[config.mk]
export PLATFORM = sky130hd
export DESIGN_NAME = backend_selector_with_health_flat
export DESIGN_NICKNAME = d
export VERILOG_FILES = /design/src/hw/rtl/bsh_pkg.sv /design/src/hw/rtl/bsh_if.sv /design/src/hw/rtl/backend_selector_with_health.sv /design/src/hw/rtl/bsh_mod.sv /design/src/flat_wrapper.sv
export SDC_FILE = /design/constraint.sdc
export NUM_CORES = 1
export LEC_CHECK = 0
export BUFFER_PORTS_ARGS = -buffer_cell sky130_fd_sc_hd__buf_4
export CAP_MARGIN = 0
export CELL_PAD_IN_SITES_DETAIL_PLACEMENT = 0
export CELL_PAD_IN_SITES_GLOBAL_PLACEMENT = 2
export CORE_MARGIN = 5
export CORE_UTILIZATION = 30
export DETAILED_ROUTE_END_ITERATION = 12
export PLACE_DENSITY = 0.69
export SLEW_MARGIN = 20
export SYNTH_ARGS = -nofsm -noshare
export SYNTH_HDL_FRONTEND = slang
export SYNTH_SLANG_ARGS = --single-unit
[constraint.sdc]
create_clock -name i_clk -period 13.9 [get_ports i_clk]
set_input_delay 2.78 -clock i_clk [delete_from_list [all_inputs] [get_ports i_clk]]
set_output_delay 2.78 -clock i_clk [all_outputs]
set_load 0.05 [all_outputs]
[src/hw/rtl/bsh_pkg.sv]
// ----------------------------------------------------------------------------
// Backend selector package
// Shared widths, codes and types for the backend selector.
// ----------------------------------------------------------------------------
package bsh_pkg;

    localparam int MAX_BACKENDS = 8;
    localparam int WEIGHT_BITS  = 4;
    localparam int IDX_W        = 3;
    localparam int CNT_W        = 4;
    localparam int SUM_W        = 7;

    localparam logic [1:0] CFG_STRATEGY  = 2'd0;
    localparam logic [1:0] CFG_THRESHOLD = 2'd1;
    localparam logic [1:0] CFG_COUNT     = 2'd2;
    localparam logic [1:0] CFG_WEIGHTS   = 2'd3;

    localparam logic [2:0] OP_SELECT    = 3'd0;
    localparam logic [2:0] OP_SUCCESS   = 3'd1;
    localparam logic [2:0] OP_FAILURE   = 3'd2;
    localparam logic [2:0] OP_HLTH_PASS = 3'd3;
    localparam logic [2:0] OP_HLTH_FAIL = 3'd4;

    localparam logic [1:0] STRAT_RR  = 2'd0;
    localparam logic [1:0] STRAT_LC  = 2'd1;
    localparam logic [1:0] STRAT_WRR = 2'd2;

    localparam logic [1:0] ST_SELECTED  = 2'd0;
    localparam logic [1:0] ST_NONE      = 2'd1;
    localparam logic [1:0] ST_UPDATED   = 2'd2;

    localparam logic [1:0] EV_NONE      = 2'd0;
    localparam logic [1:0] EV_DOWN      = 2'd1;
    localparam logic [1:0] EV_UP        = 2'd2;

    typedef struct packed {
        logic [2:0] operation;
        logic [2:0] target_backend;
    } t_req;

    typedef struct packed {
        logic [1:0] status;
        logic [2:0] chosen_backend;
        logic [1:0] health_event;
    } t_rsp;

    typedef struct packed {
        logic        start;
        logic [31:0] dividend;
        logic [SUM_W-1:0] divisor;
    } t_div_req;

    typedef struct packed {
        logic        done;
        logic [SUM_W-1:0] remainder;
    } t_div_rsp;

endpackage

[src/hw/rtl/bsh_if.sv]
// ----------------------------------------------------------------------------
// Request channel interface
// Valid/ready channel carrying one payload of a given type.
// ----------------------------------------------------------------------------
interface bsh_req_if import bsh_pkg::*; ();
    logic valid;
    logic ready;
    t_req data;
    modport source (output valid, output data, input ready);
    modport sink (input valid, input data, output ready);
endinterface

interface bsh_rsp_if import bsh_pkg::*; ();
    logic valid;
    logic ready;
    t_rsp data;
    modport source (output valid, output data, input ready);
    modport sink (input valid, input data, output ready);
endinterface

[src/hw/rtl/backend_selector_with_health.sv]
// ----------------------------------------------------------------------------
// Backend selector with health tracking
// Picks a backend per select request and keeps per-backend health and load.
// ----------------------------------------------------------------------------
//  channel   | dir | payload
//  s_req     | in  | operation, target_backend
//  m_rsp     | out | status, chosen_backend, health_event
//  cfg       | in  | i_cfg_we, i_cfg_idx, i_cfg_data
//
//  An update, or a select with no healthy backend or strategy 3, goes straight
//  from the scan to the response; least connections walks the backends first.
//  Round robin, and weighted round robin with a nonzero weight sum, also pass
//  through the serial modulo unit.
//  Reset is synchronous and active low and restores every backend to healthy.
//  One request is in work at a time; a stalled response holds the block.
module backend_selector_with_health import bsh_pkg::*; (
    input  logic        i_clk,
    input  logic        i_rst_n,
    input  logic        i_cfg_we,
    input  logic [1:0]  i_cfg_idx,
    input  logic [31:0] i_cfg_data,
    bsh_req_if.sink     s_req,
    bsh_rsp_if.source   m_rsp
);
    typedef enum logic [2:0] {
        S_IDLE, S_SCAN, S_WSUM, S_WDIV, S_WWALK, S_PICK, S_OUT
    } t_state;

    t_state            r_state;
    logic [1:0]        r_strategy;
    logic [15:0]       r_thresh;
    logic [3:0]        r_bcount;
    logic [31:0]       r_weights;
    logic [MAX_BACKENDS-1:0] r_healthy;
    logic [15:0]       r_active [MAX_BACKENDS];
    logic [31:0]       r_total  [MAX_BACKENDS];
    logic [15:0]       r_consec [MAX_BACKENDS];
    logic [31:0]       r_rot;
    t_req              r_req;
    t_rsp              r_rsp;
    logic [CNT_W-1:0]  r_i;
    logic [CNT_W-1:0]  r_k;
    logic [IDX_W-1:0]  r_best;
    logic [SUM_W-1:0]  r_sum;
    logic [SUM_W-1:0]  r_pos;
    logic              r_div_start;
    t_div_req          n_div;
    t_div_rsp          w_div;

    logic [CNT_W-1:0]  w_n;
    logic [IDX_W-1:0]  w_first;
    logic              w_any;
    logic [IDX_W-1:0]  w_i;
    logic [WEIGHT_BITS-1:0] w_wt;
    logic [CNT_W-1:0]  w_rr_idx;
    logic [31:0]       w_rot1;

    always_comb begin
        if (r_bcount == 4'd0) begin
            w_n = 4'd1;
        end else if (r_bcount > 4'(MAX_BACKENDS)) begin
            w_n = 4'(MAX_BACKENDS);
        end else begin
            w_n = r_bcount;
        end
        w_any   = 1'b0;
        w_first = '0;
        for (int j = MAX_BACKENDS - 1; j >= 0; j--) begin
            if (r_healthy[j] && (4'(j) < w_n)) begin
                w_any   = 1'b1;
                w_first = IDX_W'(j);
            end
        end
        w_i  = r_i[IDX_W-1:0];
        w_wt = r_weights[WEIGHT_BITS*w_i +: WEIGHT_BITS];
    end

    assign w_rot1   = r_rot + 32'd1;
    assign w_rr_idx = CNT_W'(r_i + 4'd1 == w_n ? 4'd0 : r_i + 4'd1);

    assign n_div.start    = r_div_start;
    assign n_div.dividend = (r_strategy == STRAT_RR) ? w_rot1 : r_rot;
    assign n_div.divisor  = r_sum;

    bsh_mod u_mod (
        .i_clk  (i_clk),
        .i_rst_n(i_rst_n),
        .i_req  (n_div),
        .o_rsp  (w_div)
    );

    assign s_req.ready = (r_state == S_IDLE);
    assign m_rsp.valid = (r_state == S_OUT);
    assign m_rsp.data  = r_rsp;

    always_ff @(posedge i_clk) begin
        if (!i_rst_n) begin
            r_state     <= S_IDLE;
            r_strategy  <= STRAT_RR;
            r_thresh    <= 16'd3;
            r_bcount    <= 4'd8;
            r_weights   <= 32'h1111_1111;
            r_healthy   <= '1;
            r_rot       <= '0;
            r_div_start <= 1'b0;
            for (int j = 0; j < MAX_BACKENDS; j++) begin
                r_active[j] <= '0;
                r_total[j]  <= '0;
                r_consec[j] <= '0;
            end
        end else begin
            r_div_start <= 1'b0;
            if (i_cfg_we) begin
                case (i_cfg_idx)
                    CFG_STRATEGY:  r_strategy <= i_cfg_data[1:0];
                    CFG_THRESHOLD: r_thresh   <= i_cfg_data[15:0];
                    CFG_COUNT:     r_bcount   <= i_cfg_data[3:0];
                    CFG_WEIGHTS:   r_weights  <= i_cfg_data;
                    default: ;
                endcase
            end
            case (r_state)
                S_IDLE: begin
                    if (s_req.valid) begin
                        r_req <= s_req.data;
                        r_rsp <= '{ST_UPDATED, 3'd0, EV_NONE};
                        r_i   <= '0;
                        r_k   <= '0;
                        r_sum <= '0;
                        r_state <= S_SCAN;
                    end
                end
                S_SCAN: begin
                    if (r_req.operation != OP_SELECT) begin
                        r_state <= S_OUT;
                        if (r_req.operation <= OP_HLTH_FAIL &&
                                {1'b0, r_req.target_backend} < w_n) begin
                            case (r_req.operation)
                                OP_SUCCESS: begin
                                    if (r_active[r_req.target_backend] != 16'd0)
                                        r_active[r_req.target_backend] <=
                                            r_active[r_req.target_backend] - 16'd1;
                                end
                                OP_FAILURE: begin
                                    if (r_active[r_req.target_backend] != 16'd0)
                                        r_active[r_req.target_backend] <=
                                            r_active[r_req.target_backend] - 16'd1;
                                    if (r_total[r_req.target_backend] != '1)
                                        r_total[r_req.target_backend] <=
                                            r_total[r_req.target_backend] + 32'd1;
                                    if (((r_total[r_req.target_backend] != '1) ?
                                            r_total[r_req.target_backend] + 32'd1 :
                                            r_total[r_req.target_backend]) >=
                                            {16'd0, r_thresh}) begin
                                        if (r_healthy[r_req.target_backend])
                                            r_rsp.health_event <= EV_DOWN;
                                        r_healthy[r_req.target_backend] <= 1'b0;
                                    end
                                end
                                OP_HLTH_PASS: begin
                                    r_consec[r_req.target_backend] <= '0;
                                    if (!r_healthy[r_req.target_backend]) begin
                                        r_healthy[r_req.target_backend] <= 1'b1;
                                        r_rsp.health_event <= EV_UP;
                                    end
                                end
                                OP_HLTH_FAIL: begin
                                    if (r_consec[r_req.target_backend] != '1)
                                        r_consec[r_req.target_backend] <=
                                            r_consec[r_req.target_backend] + 16'd1;
                                    if (r_total[r_req.target_backend] != '1)
                                        r_total[r_req.target_backend] <=
                                            r_total[r_req.target_backend] + 32'd1;
                                    if (r_healthy[r_req.target_backend] &&
                                            ((r_consec[r_req.target_backend] != '1) ?
                                            r_consec[r_req.target_backend] + 16'd1 :
                                            r_consec[r_req.target_backend]) >=
                                            r_thresh) begin
                                        r_healthy[r_req.target_backend] <= 1'b0;
                                        r_rsp.health_event <= EV_DOWN;
                                    end
                                end
                                default: ;
                            endcase
                        end
                    end else if (!w_any) begin
                        r_rsp.status <= ST_NONE;
                        r_state <= S_OUT;
                    end else begin
                        r_rsp.status <= ST_SELECTED;
                        r_best <= w_first;
                        case (r_strategy)
                            STRAT_RR: begin
                                r_i <= (w_n == 4'd1) ? 4'd0 :
                                    CNT_W'({1'b0, r_rot[IDX_W-1:0]} % 4'd1);
                                r_state <= S_WDIV;
                                r_sum <= SUM_W'(w_n);
                                r_div_start <= 1'b1;
                            end
                            STRAT_LC: begin
                                r_i <= CNT_W'(w_first) + 4'd1;
                                r_state <= S_PICK;
                            end
                            STRAT_WRR: begin
                                r_i <= '0;
                                r_state <= S_WSUM;
                            end
                            default: begin
                                r_active[w_first] <= (r_active[w_first] != '1) ?
                                    r_active[w_first] + 16'd1 : r_active[w_first];
                                r_rsp.chosen_backend <= w_first;
                                r_state <= S_OUT;
                            end
                        endcase
                    end
                end
                S_WSUM: begin
                    if (r_i == w_n) begin
                        if (r_sum == '0) begin
                            r_active[r_best] <= (r_active[r_best] != '1) ?
                                r_active[r_best] + 16'd1 : r_active[r_best];
                            r_rsp.chosen_backend <= r_best;
                            r_state <= S_OUT;
                        end else begin
                            r_div_start <= 1'b1;
                            r_state <= S_WDIV;
                        end
                    end else begin
                        if (r_healthy[w_i])
                            r_sum <= r_sum + SUM_W'(w_wt);
                        r_i <= r_i + 4'd1;
                    end
                end
                S_WDIV: begin
                    if (w_div.done) begin
                        if (r_strategy == STRAT_RR) begin
                            r_i <= CNT_W'(w_div.remainder);
                            r_k <= '0;
                            r_state <= S_PICK;
                        end else begin
                            r_pos <= w_div.remainder;
                            r_rot <= w_rot1;
                            r_sum <= '0;
                            r_i <= '0;
                            r_state <= S_WWALK;
                        end
                    end
                end
                S_WWALK: begin
                    if (r_i == w_n) begin
                        r_active[r_best] <= (r_active[r_best] != '1) ?
                            r_active[r_best] + 16'd1 : r_active[r_best];
                        r_rsp.chosen_backend <= r_best;
                        r_state <= S_OUT;
                    end else if (r_healthy[w_i] &&
                            r_pos < r_sum + SUM_W'(w_wt)) begin
                        r_active[w_i] <= (r_active[w_i] != '1) ?
                            r_active[w_i] + 16'd1 : r_active[w_i];
                        r_rsp.chosen_backend <= w_i;
                        r_state <= S_OUT;
                    end else begin
                        if (r_healthy[w_i])
                            r_sum <= r_sum + SUM_W'(w_wt);
                        r_i <= r_i + 4'd1;
                    end
                end
                S_PICK: begin
                    if (r_strategy == STRAT_RR) begin
                        // r_i holds the index of the current probe.
                        if (r_k == w_n) begin
                            r_active[r_best] <= (r_active[r_best] != '1) ?
                                r_active[r_best] + 16'd1 : r_active[r_best];
                            r_rsp.chosen_backend <= r_best;
                            r_state <= S_OUT;
                        end else begin
                            r_rot <= w_rot1;
                            r_k <= r_k + 4'd1;
                            r_i <= (w_rot1 == '1) ? '0 : w_rr_idx;
                            if (r_healthy[w_i]) begin
                                r_active[w_i] <= (r_active[w_i] != '1) ?
                                    r_active[w_i] + 16'd1 : r_active[w_i];
                                r_rsp.chosen_backend <= w_i;
                                r_state <= S_OUT;
                            end
                        end
                    end else begin
                        if (r_i >= w_n) begin
                            r_active[r_best] <= (r_active[r_best] != '1) ?
                                r_active[r_best] + 16'd1 : r_active[r_best];
                            r_rsp.chosen_backend <= r_best;
                            r_state <= S_OUT;
                        end else begin
                            if (r_healthy[w_i] && r_active[w_i] < r_active[r_best])
                                r_best <= w_i;
                            r_i <= r_i + 4'd1;
                        end
                    end
                end
                S_OUT: begin
                    if (m_rsp.ready) r_state <= S_IDLE;
                end
                default: r_state <= S_IDLE;
            endcase
        end
    end

    assert property (@(posedge i_clk) disable iff (!i_rst_n)
        m_rsp.valid |-> !s_req.ready)
        else $error("request accepted while a response is pending");
    assert property (@(posedge i_clk) disable iff (!i_rst_n)
        (m_rsp.valid && m_rsp.data.status != ST_SELECTED) |->
            m_rsp.data.chosen_backend == 3'd0)
        else $error("chosen backend set without a selection");
    assert property (@(posedge i_clk) disable iff (!i_rst_n)
        (m_rsp.valid && m_rsp.data.status == ST_SELECTED) |->
            m_rsp.data.health_event == EV_NONE)
        else $error("health event on a select");
endmodule

[src/hw/rtl/bsh_mod.sv]
// ----------------------------------------------------------------------------
// Serial modulo unit
// Computes a 32-bit value modulo a small divisor, one quotient bit a cycle.
// ----------------------------------------------------------------------------
module bsh_mod import bsh_pkg::*; (
    input  logic     i_clk,
    input  logic     i_rst_n,
    input  t_div_req i_req,
    output t_div_rsp o_rsp
);
    logic [31:0]      r_dvd;
    logic [SUM_W:0]   r_rem;
    logic [SUM_W-1:0] r_dvs;
    logic [5:0]       r_cnt;
    logic             r_busy;
    logic             r_done;
    logic [SUM_W+1:0] n_shift;
    logic [SUM_W:0]   n_rem;

    always_comb begin
        n_shift = {r_rem, r_dvd[31]};
        if (n_shift >= {2'b00, r_dvs}) begin
            n_rem = (SUM_W+1)'(n_shift - {2'b00, r_dvs});
        end else begin
            n_rem = n_shift[SUM_W:0];
        end
    end

    always_ff @(posedge i_clk) begin
        if (!i_rst_n) begin
            r_busy <= 1'b0;
            r_done <= 1'b0;
            r_cnt  <= '0;
        end else begin
            r_done <= 1'b0;
            if (i_req.start) begin
                r_busy <= 1'b1;
                r_dvd  <= i_req.dividend;
                r_dvs  <= i_req.divisor;
                r_rem  <= '0;
                r_cnt  <= 6'd0;
            end else if (r_busy) begin
                r_rem <= n_rem;
                r_dvd <= {r_dvd[30:0], 1'b0};
                r_cnt <= r_cnt + 6'd1;
                if (r_cnt == 6'd31) begin
                    r_busy <= 1'b0;
                    r_done <= 1'b1;
                end
            end
        end
    end

    assign o_rsp.done      = r_done;
    assign o_rsp.remainder = r_rem[SUM_W-1:0];
endmodule

[src/flat_wrapper.sv]
// flat-port wrapper written by rule: the top's interface ports become plain ports
module backend_selector_with_health_flat import bsh_pkg::*;
  (i_clk, i_rst_n, i_cfg_we, i_cfg_idx, i_cfg_data, s_req_valid, s_req_data, s_req_ready, m_rsp_valid, m_rsp_data, m_rsp_ready);
  bsh_req_if s_req_i ();
  bsh_rsp_if m_rsp_i ();
  input  logic i_clk;
  input  logic i_rst_n;
  input  logic i_cfg_we;
  input  logic [1:0] i_cfg_idx;
  input  logic [31:0] i_cfg_data;
  input wire logic [$bits(s_req_i.valid)-1:0] s_req_valid;
  input wire logic [$bits(s_req_i.data)-1:0] s_req_data;
  output wire logic [$bits(s_req_i.ready)-1:0] s_req_ready;
  output wire logic [$bits(m_rsp_i.valid)-1:0] m_rsp_valid;
  output wire logic [$bits(m_rsp_i.data)-1:0] m_rsp_data;
  input wire logic [$bits(m_rsp_i.ready)-1:0] m_rsp_ready;
  assign s_req_i.valid = s_req_valid;
  assign s_req_i.data = s_req_data;
  assign s_req_ready = s_req_i.ready;
  assign m_rsp_valid = m_rsp_i.valid;
  assign m_rsp_data = m_rsp_i.data;
  assign m_rsp_i.ready = m_rsp_ready;
  backend_selector_with_health u_core (.i_clk(i_clk), .i_rst_n(i_rst_n), .i_cfg_we(i_cfg_we), .i_cfg_idx(i_cfg_idx), .i_cfg_data(i_cfg_data), .s_req(s_req_i), .m_rsp(m_rsp_i));
endmodule
==> metrics.md, run 1 <==
| Metric | Value |
|---|---|
| Worst R2R Start | u_core.r_i[0] |
| Reg-to-reg slack, setup | 6.97 ns |
| DP Wirelength | 89.0 mm |
| CTS Hold Bufs | 0 |
| Detail Route Antenna Nets | 0 |
| Mapped Cells | 3622 |
| Vias | 28900 |
| Crit. End Element | flip-flop |
| Synth Net Count | 3751 |
| Critical hold path startpoint | u_core.r_weights[7] |
| Largest net degree at the start of global routing | 74 |
| VDD IR-drop max | 0.0000976 V |
| # setup viols final | 0 |
| Main synth FF type | edfxtp_1 |
| RePlAce Congestion | 0.864 |
| Port Buffer Count | 53 |
| Setup CP Type | flip-flop to flip-flop |
| # H-tree levels | 3 |
| Total CTS buffers | 80 |
| Total Routing Usage GR | 17.8% |
| Fmax achieved | 144 MHz |
| Worst-path fanout max | 25 |
| Number of DRC markers in iteration 0 | 2781 |
| DR DRC count | 0 |
| Worst hold stages | 2 |
| Core Footprint | 137000 µm² |
| Final-report hold violation count | 0 |
| Vias in the first global route | 28500 |
| IO Pins | 54 |
| Post-CTS Repair Setup Buffers | 0 |
| Asr flop ratio synth | 0% |
| Die Ht | 380 µm |
| CTS tree | yes |
| Max-slew violations | 0 |
| Initial core utilization | 30.1% |
| RSZ-0062 raised after global routing | false |
| Routed vias/inst | 5.32 |
| Worst r2r dst | u_core.r_active[0][12] |
| Pre-antenna DRT Iters | 8 |
| LEAKAGE | 15.9 nW |
| Clock tree root buffer cell | clkbuf_16 |
| Worst reg2reg path depth | 22 |
| Final-stage net count | 3704 |
| Min-delay worst type | flip-flop to flip-flop |
| Worst clock skew | 0.0407 ns |
| EDFF count, synth | 597 |
| # resized after CTS | 0 |
| Hold Slack | 0.463 ns |
| Reg clk slew, reported paths | 0.06 ns |
| Minimum clock period after layout | 6.93 ns |
| Worst-skew pair later-pin latency | 0.67 ns |
| Mean Syn Cell Area | 11.4 µm² |
| WP data arrival | 7.19 ns |
| Share of layout cells above drive strength 1 | 15.1% |
| Status | finished, final reports clean |
| Fillers | 13700 |
| CP Launch Type | flip-flop |
| WL final | 132 mm |
| Grt ovf | 0 |
| Initial antenna violation count | 7 |
| Total power per unit cell area | 163 nW/µm² |
| Worst Hold End | u_core.r_weights[7] |
| Slew HR | 19.6% |
| Count of cell types in the netlist | 129 |
| YS warnings | 0 |
| Max-cap violations | 0 |
| TNS Setup | 0 ns |
| Area Overhead vs Synth | 10.6% |
| Routed wire length per instance | 24.3 µm |
| Sequential share of the synthesized area | 49.1% |
| Post-Synthesis Cell Area | 41200 µm² |
| Final period util | 49.8% |
| First-pass GRT wire length | 196 mm |
| # rows | 136 |
| Max Root-Sink Buffers | 3 |
| Yosys reg bits | 712 |
| Total die area | 145000 µm² |
| Worst EP required | 14.16 ns |
| Die X | 380 µm |
| Num Clock Sinks | 712 |
| Slew @ Worst Pin | 1.20 ns |
flip-flops by register name, summed over array words and instances, names as in the netlist, 2 cells and up, named ones only:
signal,count
u_core.r_pos,7
u_core.r_bcount,4
u_core.r_k,4
u_core.r_sum,7
u_core.r_req,6
u_core.u_mod.r_cnt,6
u_core.r_total,256
u_core.r_active,128
u_core.u_mod.r_rem,8
u_core.r_best,3
u_core.r_i,4
u_core.r_state,3
u_core.m_rsp.data,7
u_core.r_rot,32
u_core.r_strategy,2
u_core.u_mod.r_dvs,7
u_core.r_thresh,16
u_core.r_consec,128
u_core.r_weights,32
u_core.u_mod.r_dvd,32
synthesized netlist by cell type (all sizes together), types with 11 or more instances:
| library cell | number | area share [%] |
|---|---|---|
| buf | 130 | 2.3 |
| mux4 | 209 | 12 |
| xor2 | 62 | 1.3 |
| clkbuf | 108 | 1.0 |
| nor4 | 16 | 0.28 |
| mux2 | 32 | 0.88 |
| a21oi | 93 | 1.2 |
| nand4 | 35 | 0.53 |
| a22oi | 11 | 0.21 |
| nand2 | 376 | 3.5 |
| a21boi | 54 | 0.98 |
| o31ai | 13 | 0.26 |
| ha | 82 | 2.5 |
| a21o | 31 | 0.57 |
| nor3b | 14 | 0.28 |
| a31oi | 20 | 0.38 |
| o211ai | 11 | 0.20 |
| or3 | 25 | 0.38 |
| and2 | 36 | 0.56 |
| nor2b | 24 | 0.36 |
| edfxtp | 597 | 44 |
| nand3 | 106 | 1.3 |
| o22ai | 19 | 0.30 |
| xnor2 | 100 | 2.2 |
| nand2b | 41 | 0.63 |
| nand3b | 18 | 0.34 |
| dfxtp | 115 | 5.6 |
| a311oi | 16 | 0.41 |
| mux2i | 129 | 3.1 |
| nor2 | 649 | 5.9 |
| and3 | 34 | 0.53 |
| o21ai | 93 | 1.2 |
| nor3 | 71 | 0.95 |
| a211oi | 24 | 0.47 |
| inv | 77 | 0.71 |
layout make-up:
type / count / area, µm² / area share (%)
diodes: 2 / 5.00 / 0.0110
flip-flops and latches: 712 / 20200 / 44.4
well taps: 1794 / 2240 / 4.93
inverters: 78 / 295 / 0.648
clock inverters: 37 / 412 / 0.904
repair buffers: 109 / 818 / 1.80
multi-input cells: 2594 / 19400 / 42.6
clock buffers: 109 / 2150 / 4.72
report_power, final:
| part | total [mW] | internal [mW] | switching [mW] |
|---|---|---|---|
| logic | 2.62 | 1.00 | 1.62 |
| clock network | 2.10 | 1.19 | 0.913 |
| registers | 2.69 | 2.47 | 0.222 |
how the worst max path moves through the flow:
stage / from / to / slack, ns
6_report: u_core.r_i[0] / u_core.r_active[0][12] / 6.97
5_1_grt: u_core.r_i[0] / u_core.r_active[0][13] / 6.26
4_1_cts: u_core.r_i[0] / u_core.r_active[0][12] / 6.88
3_5_place_dp: flip-flop / u_core.m_rsp.data[0] / 6.94
3_3_place_gp: flip-flop / u_core.m_rsp.data[0] / 7.01
2_1_floorplan: flip-flop / u_core.m_rsp.data[0] / 8.20
critical path: stages (launching register included):
cell and delay, ns:
edfxtp_1 0.99, mux4_2 0.60, nand2_1 0.07, and2_1 0.17
inv_1 0.06, ha_1 0.27, a21o_1 0.18, a21oi_1 0.21
nor2b_1 0.07, o21ai_0 0.20, xor2_1 0.20, ha_1 0.26
a211oi_1 0.21, o21ai_0 0.11, a31o_2 0.28, nor2_1 0.13
o211a_1 0.15, buf_4 0.33, a211oi_1 0.08, a21oi_1 0.28
nor2b_1 0.34, nand2_1 0.48, nand2_1 0.81
kinds of logic after synthesis:
| group | count (synthesis) | share of synthesized area (%) |
|---|---|---|
| xor+xnor | 162 | 3.56 |
| buf+inv | 316 | 4.01 |
| compound gates | 481 | 8.40 |
| simple gates | 1497 | 16.7 |
| fa+ha+maj | 84 | 2.59 |
| mux | 370 | 15.6 |
| flops | 712 | 49.1 |
metrics by stage:
| stage | worst slack, ns | power (mW) | utilization [%] | cells | instance area, µm² |
|---|---|---|---|---|---|
| after floorplan | 8.20 | 4.55 | - | 3622 | 41200 |
| after global placement | 7.01 | 5.36 | 31.4 | 5287 | 43000 |
| after detailed placement | 6.94 | 5.35 | 31.4 | 5287 | 43000 |
| after CTS | 6.88 | 7.47 | 33.2 | 5433 | 45500 |
| after global routing | 6.26 | 7.80 | 33.3 | 5433 | 45600 |
| final | 6.97 | 7.41 | 33.3 | 5435 | 45600 |
per-layer routing:
metal	global-route usage, %	routed length [µm]	vias to the layer above
li1	-	-	13300
met1	25.7	61200	14500
met2	26.9	58000	916
met3	4.07	9210	167
met4	4.67	3310	4
met5	0.463	111	-
layout by cell type (no fill, tap or decap), types with 10 or more instances in the layout:
cell type,count
clkbuf_16,80
xnor2_1,96
o21ai_0,72
a22oi_1,10
ha_1,82
mux2i_1,128
nand3_1,103
a21oi_1,90
or3_1,25
nand2b_1,40
nand3b_1,17
clkinv_2,14
mux2_2,32
o211ai_1,11
nor2_1,646
nand4_1,35
mux4_2,191
a31oi_1,18
nor3_1,68
mux4_1,18
nand2_1,357
o21ai_1,11
buf_4,109
edfxtp_1,597
inv_1,74
nor4_1,15
a311oi_1,13
xor2_1,61
and2_1,33
o22ai_1,18
nand2_2,16
nor3b_1,13
nor2b_1,24
dfxtp_1,109
a21o_1,30
a21boi_0,54
and3_1,32
clkbuf_1,25
o31ai_1,11
a211oi_1,21
Power figures use the tool's default switching activity.
==> run 2, diff against run 1 <==
--- a/config.mk
+++ b/config.mk
@@ -12,7 +12,7 @@
 export CORE_MARGIN = 5
 export CORE_UTILIZATION = 30
 export DETAILED_ROUTE_END_ITERATION = 12
-export PLACE_DENSITY = 0.69
+export PLACE_DENSITY = 0.72
 export SLEW_MARGIN = 20
 export SYNTH_ARGS = -nofsm -noshare
 export SYNTH_HDL_FRONTEND = slang
==> constraint.sdc (replaced) <==
create_clock -name i_clk -period 6.3 [get_ports i_clk]
set_input_delay 1.26 -clock i_clk [delete_from_list [all_inputs] [get_ports i_clk]]
set_output_delay 1.26 -clock i_clk [all_outputs]
set_load 0.05 [all_outputs]
==> run 2 against run 1 <==
- combinational power rose by 130%
- non-clock buffer count rose by 68
- core utilization rose by 0.54 points
- via count up 1.7%
- largest cell class unchanged
- highest routed layer is now met4
==> metrics.md, run 2 (synthesized netlist as in run 1, its figures left out) <==
| Metric | Value |
|---|---|
| Vias in the first global route | 29000 (+1.9%) |
| Commonest non-fill, non-tap cell in the layout | nor2_1 |
| Max-slew violations | 0 (unchanged) |
| RSZ-0062 raised after global routing | false |
| Crit. End Element | flip-flop |
| Share of layout cells above drive strength 1 | 16.8% (+1.7 points) |
| Post-route insts no fill | 5507 (+1.3%) |
| CP max stage cell | dfxtp_4 |
| Fmax achieved | 171 MHz (+19%) |
| CTS tree | yes |
| # rows | 136 (unchanged) |
| Setup CP Type | flip-flop to flip-flop |
| Worst-skew pair later-pin latency | 0.68 ns (about the same) |
| Pre-CTS WS | 0.531 ns (-6.41 ns) |
| # resized after CTS | 0 (unchanged) |
| Pre-antenna DRT Iters | 5 (-3) |
| First-pass GRT wire length | 193 mm (-1.3%) |
| Worst clock skew | 0.0352 ns (-0.00552 ns) |
| Status | finished, final reports clean |
| Initial core utilization | 30.1% (unchanged) |
| Total power per unit cell area | 360 nW/µm² (+120%) |
| Post-CTS Repair Setup Buffers | 0 (unchanged) |
| WP data arrival | 6.22 ns (-0.97 ns) |
| Total die area | 145000 µm² (unchanged) |
| CP Launch Type | flip-flop |
| Critical Path Max Stage Delay | 0.76 ns (-0.23 ns) |
| Area post-placement | 43500 µm² (+1.3%) |
| Port Buffer Count | 53 (unchanged) |
| TNS Setup | 0 ns (unchanged) |
| Clock tree root buffer cell | clkbuf_16 |
| Slew @ Worst Pin | 1.21 ns (+0.00439 ns) |
| CP cell instances | mux4_2 -> mux2i_1 -> inv_1 -> ha_1 -> nand2_1 -> nor4b_2 -> buf_4 -> or3b_2 -> buf_4 -> o21ai_0 -> ha_1 -> a21o_1 -> a21o_1 -> a21o_1 -> a21o_1 -> a2111oi_0 -> o21ai_1 -> buf_4 -> and2_1 -> nand3_1 -> a31o_1 -> nand3_1 |
| DP Wirelength | 87.8 mm (-1.3%) |
| Final setup margin | 0.467 ns (-6.51 ns) |
| IO Pins | 54 (unchanged) |
| Final-stage net count | 3773 (+1.9%) |
| Hold Slack | 0.464 ns (+0.000174 ns) |
| # setup viols final | 0 (unchanged) |
| CTS Hold Bufs | 0 (unchanged) |
| VDD IR-drop max | 0.000224 V (+130%) |
| Area Overhead vs Synth | 12.4% |
| Largest reg by FF count | u_core.r_total |
| # H-tree levels | 3 (unchanged) |
| Worst-path fanout max | 30 (+20%) |
| Largest net degree at the start of global routing | 74 (unchanged) |
| Buf+Inv Stages, Crit Path | 4 (+2) |
| WL final | 129 mm (-2.2%) |
| Total power | 16.7 mW (+130%) |
| Final period util | 92.6% (+43 points) |
| Num Clock Sinks | 712 (unchanged) |
| Largest register FFs | 256 (unchanged) |
| Vias | 29400 (+1.7%) |
| Die X | 380 µm (unchanged) |
| Die Ht | 380 µm (unchanged) |
| Total CTS buffers | 81 (+1.3%) |
| Routed vias/inst | 5.34 (+0.35%) |
| Routed wire length per instance | 23.4 µm (-3.5%) |
| Placed cells | 5355 (+1.3%) |
| Most common cell on crit path | a21o_1 |
| Grt ovf | 0 (unchanged) |
| Max-cap violations | 0 (unchanged) |
| Max Root-Sink Buffers | 3 (unchanged) |
| Largest registers | u_core.r_total (256), u_core.r_active (128), u_core.r_consec (128) |
| Initial antenna violation count | 4 (-3) |
| DR DRC count | 0 (unchanged) |
| RePlAce Congestion | 0.875 (+1.3%) |
| LEAKAGE | 16.4 nW (+2.7%) |
| Min-delay worst type | flip-flop to flip-flop |
| Final-report hold violation count | 0 (unchanged) |
| CP top delay family | compound AO/OA/AOI/OAI gates |
| Core Util, Final | 33.8% (+0.54 points) |
| Worst EP required | 6.69 ns (-7.47 ns) |
| Core Footprint | 137000 µm² (unchanged) |
| Final Cell Area | 46300 µm² (+1.6%) |
| Detail Route Antenna Nets | 0 (unchanged) |
| Total Routing Usage GR | 17.4% (-0.44 points) |
| Reg clk slew, reported paths | 0.06 ns (about the same) |
| Commonest cells after routing, fill and taps aside | nor2_1, edfxtp_1, nand2_1, mux4_2, buf_4 |
| Number of DRC markers in iteration 0 | 2598 (-6.6%) |
| Slew HR | 19.5% (-0.15 points) |
| Minimum clock period after layout | 5.83 ns (-1.09 ns) |
run 2: final timing paths:
path                             from              endpoint  slack, ns  cells past startpoint
setup / recovery            flip-flop  u_core.m_rsp.data[1]       0.47                     22
setup reg to reg            flip-flop  u_core.m_rsp.data[1]       0.47                     22
hold reg to reg   u_core.r_weights[5]   u_core.r_weights[5]       0.46                      2
hold / removal    u_core.r_weights[5]   u_core.r_weights[5]       0.46                      2
run 2: cell type report:
cell class	count	area (µm²)
diodes	1	2.50
clock buffers	108	2250
clock inverters	43	495
fillers	13600	90700
inverters	78	295
multi-input cells	2594	19400
flip-flops and latches	712	20200
well taps	1794	2240
repair buffers	177	1370
run 2: metal layers:
layer	vias up	GRT usage (%)	wire length (µm)
li1	13400	-	-
met1	14800	24.9	58900
met2	1014	27.6	59300
met3	149	3.13	8190
met4	0	3.75	2480
met5	-	0	0
run 2: where the power goes:
part	leakage [nW]	internal [mW]	switching, mW
Clock	1.34	2.86	2.02
Sequential	7.01	5.44	0.437
Combinational	8.00	2.37	3.56
Total	16.4	10.7	6.02
run 2: worst reg2reg max path, cell delays in order, from the launching register on:
cell and delay (ns):
dfxtp_4 0.76, mux4_2 0.37, mux2i_1 0.10, inv_1 0.14, ha_1 0.19, nand2_1 0.15
nor4b_2 0.28, buf_4 0.17, or3b_2 0.56, buf_4 0.23, o21ai_0 0.20, ha_1 0.27
a21o_1 0.16, a21o_1 0.17, a21o_1 0.17, a21o_1 0.17, a2111oi_0 0.41, o21ai_1 0.34
buf_4 0.27, and2_1 0.17, nand3_1 0.08, a31o_1 0.11, nand3_1 0.11
